## config.mk

```make
export PLATFORM = sky130hd
export DESIGN_NAME = dab_depuncturer
export DESIGN_NICKNAME = d
export VERILOG_FILES = /design/src/rtl/core/dab_dp_pkg.sv /design/src/rtl/core/dab_dp_cfg.sv /design/src/rtl/core/dab_dp_trk.sv /design/src/rtl/core/dab_depuncturer.sv
export SDC_FILE = /design/constraint.sdc
export NUM_CORES = 1
export LEC_CHECK = 0
export BUFFER_PORTS_ARGS = -buffer_cell sky130_fd_sc_hd__buf_2
export CAP_MARGIN = 20
export CORE_MARGIN = 2
export CORE_UTILIZATION = 48
export CTS_BUF_LIST = sky130_fd_sc_hd__clkbuf_8
export DETAILED_ROUTE_END_ITERATION = 10
export PLACE_DENSITY = 0.71
export SYNTH_ARGS = -nofsm -noshare
export SYNTH_HDL_FRONTEND = slang
export SYNTH_SLANG_ARGS = --single-unit
```

## constraint.sdc

```tcl
create_clock -name clk -period 35.1 [get_ports clk]
set_input_delay 1.755 -clock clk [delete_from_list [all_inputs] [get_ports clk]]
set_output_delay 1.755 -clock clk [all_outputs]
set_load 0.05 [all_outputs]
```

## src/rtl/core/dab_dp_pkg.sv

```systemverilog
package dab_dp_pkg;

  localparam int SOFT_W       = 8;
  localparam int SOFT_BITS    = 8;
  localparam int SOFT_MAX     = (1 << (SOFT_BITS - 1)) - 1;
  localparam int SOFT_MIN     = -SOFT_MAX - 1;

  localparam int NUM_VECTORS  = 24;
  localparam int VECTOR_LEN   = 32;
  localparam int TAIL_LEN     = 24;
  localparam int TAIL_VECTOR  = 8;
  localparam int NUM_SECTIONS = 4;
  localparam int MAX_OUT      = 4;

  localparam int VEC_W   = 5;
  localparam int LEN_W   = 9;
  localparam int UNIT_W  = 7;
  localparam int POS_W   = 16;
  localparam int SEC_W   = 3;
  localparam int VP_W    = $clog2(VECTOR_LEN);
  localparam int CNT_W   = $clog2(MAX_OUT);
  localparam int IDX_W   = 3;
  localparam int CDATA_W = 9;

  // register indexes
  localparam logic [IDX_W-1:0] REG_VECTOR_SEC1 = 3'd0;
  localparam logic [IDX_W-1:0] REG_LENGTH_SEC1 = 3'd1;
  localparam logic [IDX_W-1:0] REG_VECTOR_SEC2 = 3'd2;
  localparam logic [IDX_W-1:0] REG_LENGTH_SEC2 = 3'd3;
  localparam logic [IDX_W-1:0] REG_VECTOR_SEC3 = 3'd4;
  localparam logic [IDX_W-1:0] REG_LENGTH_SEC3 = 3'd5;
  localparam logic [IDX_W-1:0] REG_VECTOR_SEC4 = 3'd6;
  localparam logic [IDX_W-1:0] REG_LENGTH_SEC4 = 3'd7;

  typedef struct packed {
    logic [NUM_SECTIONS-1:0][VEC_W-1:0] vector;
    logic [NUM_SECTIONS-1:0][LEN_W-1:0] length;
  } cfg_t;

  typedef struct packed {
    logic [SEC_W-1:0] sec;
    logic [POS_W-1:0] pos;
    logic [VP_W-1:0]  vp;
  } pos_t;

  typedef struct packed {
    logic is_last;
    logic next_kept;
  } trk_info_t;

  // kept positions per group of four within a 32-position vector
  localparam logic [2:0] KEEP_COUNT [NUM_VECTORS][8] = '{
    '{3'd2,3'd1,3'd1,3'd1,3'd1,3'd1,3'd1,3'd1}, '{3'd2,3'd1,3'd1,3'd1,3'd2,3'd1,3'd1,3'd1},
    '{3'd2,3'd1,3'd2,3'd1,3'd2,3'd1,3'd1,3'd1}, '{3'd2,3'd1,3'd2,3'd1,3'd2,3'd1,3'd2,3'd1},
    '{3'd2,3'd2,3'd2,3'd1,3'd2,3'd1,3'd2,3'd1}, '{3'd2,3'd2,3'd2,3'd1,3'd2,3'd2,3'd2,3'd1},
    '{3'd2,3'd2,3'd2,3'd2,3'd2,3'd2,3'd2,3'd1}, '{3'd2,3'd2,3'd2,3'd2,3'd2,3'd2,3'd2,3'd2},
    '{3'd3,3'd2,3'd2,3'd2,3'd2,3'd2,3'd2,3'd2}, '{3'd3,3'd2,3'd2,3'd2,3'd3,3'd2,3'd2,3'd2},
    '{3'd3,3'd2,3'd3,3'd2,3'd3,3'd2,3'd2,3'd2}, '{3'd3,3'd2,3'd3,3'd2,3'd3,3'd2,3'd3,3'd2},
    '{3'd3,3'd3,3'd3,3'd2,3'd3,3'd2,3'd3,3'd2}, '{3'd3,3'd3,3'd3,3'd2,3'd3,3'd3,3'd3,3'd2},
    '{3'd3,3'd3,3'd3,3'd3,3'd3,3'd3,3'd3,3'd2}, '{3'd3,3'd3,3'd3,3'd3,3'd3,3'd3,3'd3,3'd3},
    '{3'd4,3'd3,3'd3,3'd3,3'd3,3'd3,3'd3,3'd3}, '{3'd4,3'd3,3'd3,3'd3,3'd4,3'd3,3'd3,3'd3},
    '{3'd4,3'd3,3'd4,3'd3,3'd4,3'd3,3'd3,3'd3}, '{3'd4,3'd3,3'd4,3'd3,3'd4,3'd3,3'd4,3'd3},
    '{3'd4,3'd4,3'd4,3'd3,3'd4,3'd3,3'd4,3'd3}, '{3'd4,3'd4,3'd4,3'd3,3'd4,3'd4,3'd4,3'd3},
    '{3'd4,3'd4,3'd4,3'd4,3'd4,3'd4,3'd4,3'd3}, '{3'd4,3'd4,3'd4,3'd4,3'd4,3'd4,3'd4,3'd4}
  };

  // vec is already clamped to 1..NUM_VECTORS
  function automatic logic keep_at(input logic [VEC_W-1:0] vec, input logic [VP_W-1:0] vp);
    logic [VEC_W-1:0] row;
    logic [2:0]       cnt;
    row = vec - VEC_W'(1);
    cnt = KEEP_COUNT[row][vp[VP_W-1:2]];
    return {1'b0, vp[1:0]} < cnt;
  endfunction

endpackage

```

## src/rtl/core/dab_dp_cfg.sv

```systemverilog
module dab_dp_cfg (
  input  logic                             clk,
  input  logic                             rst_n,
  input  logic                             cfg_wr_en,
  input  logic [dab_dp_pkg::IDX_W-1:0]     cfg_index,
  input  logic [dab_dp_pkg::CDATA_W-1:0]   cfg_wdata,
  output dab_dp_pkg::cfg_t                 cfg
);

  dab_dp_pkg::cfg_t cfg_r;
  dab_dp_pkg::cfg_t cfg_nxt;

  always_comb begin
    cfg_nxt = cfg_r;
    if (cfg_wr_en) begin
      case (cfg_index)
        dab_dp_pkg::REG_VECTOR_SEC1: cfg_nxt.vector[0] = cfg_wdata[dab_dp_pkg::VEC_W-1:0];
        dab_dp_pkg::REG_LENGTH_SEC1: cfg_nxt.length[0] = cfg_wdata;
        dab_dp_pkg::REG_VECTOR_SEC2: cfg_nxt.vector[1] = cfg_wdata[dab_dp_pkg::VEC_W-1:0];
        dab_dp_pkg::REG_LENGTH_SEC2: cfg_nxt.length[1] = cfg_wdata;
        dab_dp_pkg::REG_VECTOR_SEC3: cfg_nxt.vector[2] = cfg_wdata[dab_dp_pkg::VEC_W-1:0];
        dab_dp_pkg::REG_LENGTH_SEC3: cfg_nxt.length[2] = cfg_wdata;
        dab_dp_pkg::REG_VECTOR_SEC4: cfg_nxt.vector[3] = cfg_wdata[dab_dp_pkg::VEC_W-1:0];
        dab_dp_pkg::REG_LENGTH_SEC4: cfg_nxt.length[3] = cfg_wdata;
        default: cfg_nxt = cfg_r;
      endcase
    end
  end

  always_ff @(posedge clk) begin
    if (!rst_n) begin
      for (int i = 0; i < dab_dp_pkg::NUM_SECTIONS; i++) begin
        cfg_r.vector[i] <= dab_dp_pkg::VEC_W'(1);
        cfg_r.length[i] <= '0;
      end
    end else begin
      cfg_r <= cfg_nxt;
    end
  end

  assign cfg = cfg_r;

endmodule

```

## src/rtl/core/dab_dp_trk.sv

```systemverilog
module dab_dp_trk (
  input  logic                  clk,
  input  logic                  rst_n,
  input  logic                  adv,
  input  dab_dp_pkg::cfg_t      cfg,
  output dab_dp_pkg::trk_info_t info
);

  localparam logic [dab_dp_pkg::SEC_W-1:0] SEC_TAIL = dab_dp_pkg::SEC_W'(dab_dp_pkg::NUM_SECTIONS);
  localparam logic [dab_dp_pkg::POS_W-1:0] TAIL_END = dab_dp_pkg::POS_W'(dab_dp_pkg::TAIL_LEN - 1);

  dab_dp_pkg::pos_t st_r;
  dab_dp_pkg::pos_t st_nxt;
  dab_dp_pkg::pos_t eff;
  dab_dp_pkg::pos_t stepped;

  // skip finished or empty sections, clamp tail position
  function automatic dab_dp_pkg::pos_t settle(input dab_dp_pkg::pos_t s, input dab_dp_pkg::cfg_t c);
    dab_dp_pkg::pos_t r;
    logic [dab_dp_pkg::POS_W-1:0] len;
    r = s;
    if (r.sec > SEC_TAIL) r.sec = SEC_TAIL;
    for (int i = 0; i < dab_dp_pkg::NUM_SECTIONS; i++) begin
      len = {c.length[i], {dab_dp_pkg::UNIT_W{1'b0}}};
      if (r.sec == dab_dp_pkg::SEC_W'(i) && r.pos >= len) begin
        r.sec = dab_dp_pkg::SEC_W'(i + 1);
        r.pos = '0;
      end
    end
    if (r.sec == SEC_TAIL && r.pos > TAIL_END) r.pos = TAIL_END;
    return r;
  endfunction

  function automatic logic [dab_dp_pkg::VEC_W-1:0] sec_vector(
    input logic [dab_dp_pkg::SEC_W-1:0] sec, input dab_dp_pkg::cfg_t c);
    logic [dab_dp_pkg::VEC_W-1:0] v;
    if (sec >= SEC_TAIL) begin
      v = dab_dp_pkg::VEC_W'(dab_dp_pkg::TAIL_VECTOR);
    end else begin
      v = c.vector[sec[1:0]];
      if (v == '0) v = dab_dp_pkg::VEC_W'(1);
      if (v > dab_dp_pkg::VEC_W'(dab_dp_pkg::NUM_VECTORS))
        v = dab_dp_pkg::VEC_W'(dab_dp_pkg::NUM_VECTORS);
    end
    return v;
  endfunction

  always_comb begin
    dab_dp_pkg::pos_t raw;
    eff          = settle(st_r, cfg);
    info.is_last = (eff.sec == SEC_TAIL) && (eff.pos == TAIL_END);
    raw.sec      = eff.sec;
    raw.pos      = eff.pos + dab_dp_pkg::POS_W'(1);
    raw.vp       = eff.vp + dab_dp_pkg::VP_W'(1);
    stepped      = settle(raw, cfg);
    info.next_kept = dab_dp_pkg::keep_at(sec_vector(stepped.sec, cfg), stepped.vp);
  end

  always_comb begin
    st_nxt = st_r;
    if (adv) begin
      // frame end returns everything to the first section
      if (info.is_last) st_nxt = '0;
      else              st_nxt = stepped;
    end
  end

  always_ff @(posedge clk) begin
    if (!rst_n) begin
      st_r <= '0;
    end else begin
      st_r <= st_nxt;
    end
  end

endmodule

```

## src/rtl/core/dab_depuncturer.sv

```systemverilog
// DAB depuncturer: expands received soft values into one mother-code frame.
// Input channel in_valid/in_ready carries one soft word; output channel
// out_valid/out_ready carries one depunctured word per handshake with its
// erased and frame_last flags. A frame is four sections of length*128
// positions, each with its own puncturing vector, then a 24-position tail.
// Each input word yields its own value followed by up to three zero words
// at punctured positions; the output register issues one word per cycle
// while the receiver is ready, and that sets the rate. An accepted word is
// held in a register before its first output word is registered at the
// output. A new input word is taken in the cycle its predecessor's last
// output word is registered, so single-result words flow every cycle while
// the receiver is ready. Configuration registers (cfg_wr_en, cfg_index,
// cfg_wdata) must be written only while the block is idle, which the block
// does not enforce; the position tracker reads them live. Synchronous
// active-low reset empties the pipeline, returns the frame position to the
// start and loads the register defaults. On a receiver stall the output
// word holds, generation pauses and input waits while a word is pending.
module dab_depuncturer (
  input  logic                                   clk,
  input  logic                                   rst_n,
  input  logic                                   in_valid,
  output logic                                   in_ready,
  input  logic signed [dab_dp_pkg::SOFT_W-1:0]   in_soft_in,
  output logic                                   out_valid,
  input  logic                                   out_ready,
  output logic signed [dab_dp_pkg::SOFT_W-1:0]   out_soft_out,
  output logic                                   out_erased,
  output logic                                   out_frame_last,
  input  logic                                   cfg_wr_en,
  input  logic [dab_dp_pkg::IDX_W-1:0]           cfg_index,
  input  logic [dab_dp_pkg::CDATA_W-1:0]         cfg_wdata
);

  dab_dp_pkg::cfg_t      cfg;
  dab_dp_pkg::trk_info_t info;

  logic                                 busy_r, busy_nxt;
  logic                                 first_r, first_nxt;
  logic [dab_dp_pkg::CNT_W-1:0]         cnt_r, cnt_nxt;
  logic signed [dab_dp_pkg::SOFT_W-1:0] soft_r, soft_nxt;
  logic                                 out_valid_r, out_valid_nxt;
  logic signed [dab_dp_pkg::SOFT_W-1:0] out_soft_r, out_soft_nxt;
  logic                                 out_erased_r, out_erased_nxt;
  logic                                 out_last_r, out_last_nxt;
  logic signed [dab_dp_pkg::SOFT_W-1:0] sat;
  logic                                 emit, done, accept;

  dab_dp_cfg u_cfg (
    .clk       (clk),
    .rst_n     (rst_n),
    .cfg_wr_en (cfg_wr_en),
    .cfg_index (cfg_index),
    .cfg_wdata (cfg_wdata),
    .cfg       (cfg)
  );

  dab_dp_trk u_trk (
    .clk   (clk),
    .rst_n (rst_n),
    .adv   (emit),
    .cfg   (cfg),
    .info  (info)
  );

  always_comb begin
    if (int'(in_soft_in) > dab_dp_pkg::SOFT_MAX)
      sat = dab_dp_pkg::SOFT_W'(dab_dp_pkg::SOFT_MAX);
    else if (int'(in_soft_in) < dab_dp_pkg::SOFT_MIN)
      sat = dab_dp_pkg::SOFT_W'(dab_dp_pkg::SOFT_MIN);
    else
      sat = in_soft_in;
  end

  assign emit = busy_r && (!out_valid_r || out_ready);
  // word finishes at frame end, after four results, or before a kept position
  assign done = info.is_last || (cnt_r == dab_dp_pkg::CNT_W'(dab_dp_pkg::MAX_OUT - 1)) ||
                info.next_kept;
  assign in_ready = !busy_r || (emit && done);
  assign accept   = in_valid && in_ready;

  always_comb begin
    busy_nxt  = busy_r;
    first_nxt = first_r;
    cnt_nxt   = cnt_r;
    soft_nxt  = soft_r;
    if (emit) begin
      first_nxt = 1'b0;
      cnt_nxt   = cnt_r + dab_dp_pkg::CNT_W'(1);
      if (done) busy_nxt = 1'b0;
    end
    if (accept) begin
      busy_nxt  = 1'b1;
      first_nxt = 1'b1;
      cnt_nxt   = '0;
      soft_nxt  = sat;
    end
  end

  always_comb begin
    out_valid_nxt  = out_valid_r && !out_ready;
    out_soft_nxt   = out_soft_r;
    out_erased_nxt = out_erased_r;
    out_last_nxt   = out_last_r;
    if (emit) begin
      out_valid_nxt  = 1'b1;
      out_soft_nxt   = first_r ? soft_r : '0;
      out_erased_nxt = !first_r;
      out_last_nxt   = info.is_last;
    end
  end

  always_ff @(posedge clk) begin
    if (!rst_n) begin
      busy_r      <= 1'b0;
      first_r     <= 1'b0;
      cnt_r       <= '0;
      out_valid_r <= 1'b0;
    end else begin
      busy_r      <= busy_nxt;
      first_r     <= first_nxt;
      cnt_r       <= cnt_nxt;
      out_valid_r <= out_valid_nxt;
    end
  end

  always_ff @(posedge clk) begin
    soft_r       <= soft_nxt;
    out_soft_r   <= out_soft_nxt;
    out_erased_r <= out_erased_nxt;
    out_last_r   <= out_last_nxt;
  end

  assign out_valid      = out_valid_r;
  assign out_soft_out   = out_soft_r;
  assign out_erased     = out_erased_r;
  assign out_frame_last = out_last_r;

`ifndef SYNTH
  a_erased_zero: assert property (@(posedge clk) disable iff (!rst_n)
    out_valid_r && out_erased_r |-> out_soft_r == '0)
    else $error("erased word carries a non-zero value");

  a_accept_loads: assert property (@(posedge clk) disable iff (!rst_n)
    accept |=> busy_r && first_r && cnt_r == '0)
    else $error("accepted word not loaded for emission");

  a_first_count: assert property (@(posedge clk) disable iff (!rst_n)
    busy_r && first_r |-> cnt_r == '0)
    else $error("kept value pending after zeros were issued");

  a_emit_fills: assert property (@(posedge clk) disable iff (!rst_n)
    emit |=> out_valid_r && (out_erased_r == !$past(first_r)))
    else $error("emitted word not registered at the output");
`endif

endmodule

```

Yosys cells after proc, flatten, opt, wreduce, memory -nomap -nowiden
Memories as Yosys holds them, arrays and structs flattened.
Index checks and enable logic that the tools add are counted.
{ "word_totals": {"reg_bits": 103, "latch_bits": 0, "ramBits": 0, "rom_bits": 768, "in_bits": 25, "out_inout_bits": 12, "wordCells": 134, "mem_count": 1} }
{ "memory_table": {"columns": ["memory", "words", "width", "rd", "rd_ports_with_merged_regs", "write_ports", "line_no", "text"], "rows": [
  ["(no name shown)", 32, 24, 1, 0, 0, "dab_dp_pkg.sv:72", "cnt = KEEP_COUNT[row][vp[VP_W-1:2]];"]
]} }
{ "classes": {"add_sub_neg": 4, "n_mul": 0, "div_mod_pow": 0, "magnitude_cmp": 20, "eq_ne": 17, "shift": 0, "mux": 31, "n_bitwise": 3, "reduce_logical": 39} }
{ "op_table": {"columns": ["operator", "count"], "rows": [
  ["two-way mux 19 bit", 8],
  ["greater-or-equal comparator 16 bit", 8],
  ["two-way mux 24 bit", 3],
  ["> comparator 16 x 5 -> 1 bit, second input constant", 2],
  ["two-way mux 16 bit", 2],
  ["two-way mux 5 bit", 5],
  ["== test 3 x 2 -> 1 bit, second input constant", 6],
  ["== test 3 bit, second input constant", 6],
  ["AND reduction 2 bit", 9],
  ["adder 16 x 1 -> 16 bit, second input constant", 1],
  ["== test 16 x 5 -> 1 bit, second input constant", 1],
  ["logical AND 1 bit", 15],
  ["two-way mux 3 bit", 4],
  ["binary-select mux 5 bit (select 2 bit)", 1],
  ["binary-select mux 3 bit (select 3 bit)", 1],
  ["== test 3 x 1 -> 1 bit, second input constant", 3],
  ["logical NOT 3 bit", 3],
  ["> comparator 8 bit, second input constant", 1],
  ["less-than comparator 8 bit, second input constant", 1],
  ["two-way mux 8 bit", 1],
  ["greater-or-equal comparator 6 bit, second input constant", 1],
  ["> comparator 3 bit, second input constant", 2],
  ["two-way mux 1 bit", 6],
  ["inverter 5 -> 6 bit", 1],
  ["other kinds (16)", 23]
]} }

Depth between registers and ports, before layout
{ "logic_depth": {"ltp_word": 53, "ltp_mapped": 106, "ltp_nobuf": 97} }

Cells and area by module
Synthesis repeated with hierarchy kept, for this count alone.
{ "unflattened": {"hier_cells": 962, "hier_area_um2": 8055.2} }
{ "modules_own_cells": {"columns": ["mod", "n_inst", "cells_per_inst", "area_each_um2", "seq_area_each_um2"], "rows": [
  ["dab_dp_trk", 1, 700, 5103.6, 480.5],
  ["dab_dp_cfg", 1, 200, 2075.7, 1121.1],
  ["dab_depuncturer", 1, 62, 875.8, 640.6]
]} }

Least setup slack after synthesis
No wires, ideal clock.
{ "synth_path": {"kind": "flip-flop to output port", "from": "reg u_cfg.cfg_r, in the netlist u_cfg.cfg[7]", "to": "out in_ready", "arrival_ns": 19.048, "required_ns": 33.345, "setup_slack_ns": 14.297, "path_stages_with_launch": 101, "n_path_buf": 8, "cell_sequence": "dfxtp_1 > inv_1 > ha_1 > nand4_2 > or3_1 > o221ai_1 > nand2_1 > and2_1 > ha_1 > a21o_1 > a21o_1 > a21o_1 > a221o_1 > o211a_1 > nor3_1 > and2_1 > ha_1 > a211oi_1 > (+65 left out) > buf_2 > a31oi_1 > a2bb2oi_1 > or2_2 > ha_1 > inv_1 > ha_1 > clkbuf_1 > inv_1 > ha_1 > a32oi_1 > nor2b_1 > a31oi_1 > o21ai_0 > ha_1 > inv_1 > o31ai_1 > a21oi_1"} }
{ "synth_via": {"elab_chain_cells": 48, "word_cells_on_any_way": 62, "classes_between": "2 x add/sub; 13 x order compare; 8 x eq/ne; 21 x mux; 1 x bitwise; 16 x reduce/logical; 1 x memory"} }
{ "synth_lines": {"columns": ["item", "line_no", "text"], "rows": [
  ["from (decl)", "dab_dp_cfg.sv:10", "dab_dp_pkg::cfg_t cfg_r;"],
  ["from (signal assigned)", "dab_dp_cfg.sv:37", "cfg_r <= cfg_nxt;"],
  ["greater-or-equal comparator 16 bit", "dab_dp_trk.sv:25", "if (r.sec == dab_dp_pkg::SEC_W'(i) && r.pos >= len) begin"],
  ["logical AND 1 bit", "dab_dp_trk.sv:25", null],
  ["two-way mux 19 bit", "dab_dp_trk.sv:25", null],
  ["greater-or-equal comparator 16 bit or == test 3 x 1 -> 1 bit (tied branches)", "dab_dp_trk.sv:25", null],
  ["logical AND 1 bit", "dab_dp_trk.sv:25", null],
  ["two-way mux 19 bit", "dab_dp_trk.sv:25", null],
  ["greater-or-equal comparator 16 bit or == test 3 x 2 -> 1 bit (tied branches)", "dab_dp_trk.sv:25", null],
  ["logical AND 1 bit", "dab_dp_trk.sv:25", null],
  ["(+30 left out)", null, null],
  ["memory (32 x 24 bit)", null, null],
  ["two-way mux 24 bit (implied by the code) (2 in series)", "dab_dp_pkg.sv:72", null],
  ["binary-select mux 3 bit (select 3 bit)", "dab_dp_pkg.sv:72", null],
  ["two-way mux 3 bit (implied by the code) (2 in series)", "dab_dp_pkg.sv:72", null],
  ["less-than comparator 2 x 3 -> 1 bit", "dab_dp_pkg.sv:73", "return {1'b0, vp[1:0]} < cnt;"],
  ["logical OR 1 bit *", "dab_depuncturer.sv:76", "assign done = info.is_last || (cnt_r == dab_dp_pkg::CNT_W'(dab_dp_pkg::MAX_OUT - 1)) ||"],
  ["logical AND 1 bit *", "dab_depuncturer.sv:78", "assign in_ready = !busy_r || (emit && done);"],
  ["logical OR 1 bit *", "dab_depuncturer.sv:78", null],
  ["to (decl)", "dab_depuncturer.sv:22", "output logic in_ready,"]
]} }
Every way passes the cells marked *; elsewhere a longest branch is shown, timed or not. The select of a mux whose other input is x is not followed.

Worst setup path in the final report
{ "layout_path": {"from": "reg u_trk.st_r[17] (netlist bit)", "to": "out in_ready"} }
{ "layout_via": {"elab_chain_cells": 48, "word_cells_on_any_way": 62, "classes_between": "2 x add/sub; 13 x order compare; 8 x eq/ne; 21 x mux; 1 x bitwise; 16 x reduce/logical; 1 x memory"} }
{ "layout_lines": {"columns": ["item", "line_no", "text"], "rows": [
  ["from (decl)", "dab_dp_trk.sv:12", "dab_dp_pkg::pos_t st_r;"],
  ["from (signal assigned)", "dab_dp_trk.sv:72", "st_r <= st_nxt;"],
  ["greater-or-equal comparator 16 bit", "dab_dp_trk.sv:25", null],
  ["logical AND 1 bit", "dab_dp_trk.sv:25", null],
  ["two-way mux 19 bit *", "dab_dp_trk.sv:25", null],
  ["greater-or-equal comparator 16 bit or == test 3 x 1 -> 1 bit (tied branches)", "dab_dp_trk.sv:25", null],
  ["logical AND 1 bit", "dab_dp_trk.sv:25", null],
  ["two-way mux 19 bit *", "dab_dp_trk.sv:25", null],
  ["greater-or-equal comparator 16 bit or == test 3 x 2 -> 1 bit (tied branches)", "dab_dp_trk.sv:25", null],
  ["logical AND 1 bit", "dab_dp_trk.sv:25", null],
  ["(+30 left out)", null, null],
  ["memory (32 x 24 bit)", null, null],
  ["two-way mux 24 bit (implied by the code) (2 in series)", "dab_dp_pkg.sv:72", null],
  ["binary-select mux 3 bit (select 3 bit)", "dab_dp_pkg.sv:72", null],
  ["two-way mux 3 bit (implied by the code) (2 in series)", "dab_dp_pkg.sv:72", null],
  ["less-than comparator 2 x 3 -> 1 bit", "dab_dp_pkg.sv:73", null],
  ["logical OR 1 bit *", "dab_depuncturer.sv:76", null],
  ["logical AND 1 bit *", "dab_depuncturer.sv:78", null],
  ["logical OR 1 bit *", "dab_depuncturer.sv:78", null]
]} }
Marked as above.

==> metrics <==
crit start category register; fraction of registers with async set/reset 0%; global route total overflow 0; min-delay worst type reg2reg; Tcrit/Tclk final 67.6%; Core Box Area 16000 um^2; post-CTS sizing 0; gpl congestion 0.959; worst path arrival time 21.99 ns; via count 7198; DRC Markers 0; fin nets 1109; TritonCTS clock tree done; Power per Cell Area 59.6 nW/um^2; CTS root buf clkbuf_8; WP buf/inv 5; crit-path most repeated cell ha_1; drt wl/cell 18.0 um; largest net degree at the start of global routing 80; P&R area growth vs syn 5.54%; Max Clock Skew 0.0128 ns; R2R Setup Slk 13.44 ns; WL final 22.1 mm; worst min-delay path endpoint u_cfg.cfg[1]; IO Port Bufs 36; commonest non-fill, non-tap cells in the layout 146 x nand2_1, 98 x nor2_1, 86 x a21oi_1; M1 GR Usage 33.7%; die height 132 um; PnR Total Power 0.000496 W; hold path depth 2; detail-routed via count per cell 5.88; status finished, final reports clean; Synth Flop Type dfxtp_1; final worst path period need 23.74 ns; worst reg-to-reg path cell count 93; fmax 0.0421 GHz; Yosys reg bits 103; Yosys Warn Count 0; CP max-delay cell nor3_1; antenna-violating nets left 0; reg2reg start u_trk.st_r[17]; clock insertion delay at the later pin of the skew report 0.40 ns; final core occ 52.0%; CP Max Fanout 18; VDD IR max 0.0697 mV; Slew @ Worst Pin 1.00 ns; dpl hpwl 16.7 mm; # diodes 0; Post-Syn Nets 1115; maxcap violations 0; post-route setup slack 11.36 ns; total clock sinks 103; Final Max Tran Viols 0; Largest stage delay, worst path 0.62 ns; dpl ws 11.79 ns; Final TNS setup 0 ns; first-pass GRT wire length 34.8 mm; FP Rows 46; GR peak layer met2; vias in the first global route 6647; global-route usage over all layers 25.0%; num ports 37; RSZ-0062 raised after global routing false; Req. time, crit path 33.34 ns; DIE AREA 17500 um^2; TritonRoute pass-1 iters 7; total CTS buffers 9; Mean Syn Cell Area 7.82 um^2; commonest non-fill, non-tap cell in the layout nand2_1; initial core utilization 49.3%; Unique masters post-synth 88; Worst Hold Launch u_cfg.cfg[1]; kind of critical path reg2out; initial DRC count 647; Fin. Hold Viols 0; GR Util met2 40.9%; final setup fails 0; Clock Tree Buf Depth 2; delay-heaviest family, CP compound AO/OA/AOI/OAI gates; share of layout cells above drive strength 1 8.13%; worst r2r dst first_r; postcts setup bufs 0; Syn Std Cell Area 7890 um^2; Reg clk slew, reported paths 0.10 ns; Die W 132 um; slew margin rel. 32.8%; endpoint class of the critical path output pin; sequential area share after synthesis 28.4%; number of synthesized flops with an enable pin 18; H-Tree Depth 3; Pleak 3.36 nW; hold_ws 0.458 ns; Synth Instances 1009; hold_buf cts 0; fillers 1606; met3 Use GR 3.69%; initial antenna violation count 0
## how the worst max path moves through the flow
stage,start,to,slack [ns],depth (start not counted)
after global routing,u_trk.st_r[17],in_ready,9.47,94
after floorplan,u_cfg.cfg[7],in_ready,14.30,100
after global placement,u_trk.st_r[17],in_ready,12.32,95
after CTS,u_trk.st_r[17],in_ready,11.29,94
final,u_trk.st_r[17],in_ready,11.36,94
after detailed placement,u_trk.st_r[17],in_ready,11.79,94
## Yosys cell counts, types with 18 or more instances
master | instances | share of area (%)
nand2_1 | 146 | 6.9
nor2_1 | 98 | 4.7
a21oi_1 | 86 | 5.5
dfxtp_1 | 85 | 22
ha_1 | 81 | 13
inv_1 | 54 | 2.6
clkbuf_1 | 42 | 2.0
and2_1 | 38 | 3.0
o21ai_0 | 33 | 2.1
mux2i_1 | 24 | 3.0
nor3_1 | 20 | 1.3
edfxtp_1 | 18 | 6.9
nand3_1 | 18 | 1.1
## kinds of logic (layout without fill, tap and decap cells)
family | count (synthesis) | count (layout) | share of synthesized area (%)
AO/OA/AOI/OAI | 252 | 252 | 21.9
flip-flops | 103 | 103 | 28.4
AND/OR/NAND/NOR | 417 | 417 | 25.8
multiplexers | 25 | 25 | 3.24
adder cells (fa/ha/maj) | 82 | 82 | 13.0
XOR/XNOR | 17 | 17 | 1.89
buffers and inverters | 113 | 112 | 5.77
## layout make-up
type / instances / area (um^2) / share of cell area [%]
clock buffer: 9 / 124 / 1.49
timing repair buffer: 40 / 208 / 2.50
tap: 216 / 270 / 3.25
inverter: 56 / 210 / 2.53
clock inverter: 7 / 80.1 / 0.962
multi-input combinational: 793 / 5190 / 62.3
sequential: 103 / 2240 / 26.9
## tightest hold or removal path: cells and delay by family, from the launching register on
family / cells / cell delay, ns
AO/OA/AOI/OAI: 1 / 0.05
AND/OR/NAND/NOR: 1 / 0.05
flip-flops: 1 / 0.32
## stage by stage
stage | instance area, um^2 | std cells
6_report | 8320 | 1224
5_1_grt | 8320 | 1224
4_1_cts | 8320 | 1223
3_5_place_dp | 8120 | 1207
3_3_place_gp | 8120 | 1207
2_1_floorplan | 7890 | 1009
## power breakdown
part           leakage (nW)  internal [W]  switching, W
sequential            0.862      0.000133    0.00000791
combinational          2.39     0.0000912      0.000185
clock                 0.108     0.0000340     0.0000453
total                  3.36      0.000258      0.000238
## routing by layer
layer | part of all wire [%] | up-vias
met5 | 0 | -
met1 | 45 | 3343
met3 | 6.5 | 39
li1 | - | 3583
met2 | 46 | 233
met4 | 2.9 | 0
## state kept, by name, indices dropped and copies added (netlist names)
| signal | count |
|---|---|
| busy_r | 1 |
| cnt_r | 2 |
| first_r | 1 |
| out_erased | 1 |
| out_frame_last | 1 |
| out_soft_out | 8 |
| out_valid | 1 |
| soft_r | 8 |
| u_cfg.cfg | 56 |
| u_trk.eff | 5 |
| u_trk.st_r | 19 |
No activity file was read; power rests on OpenSTA's default activity.
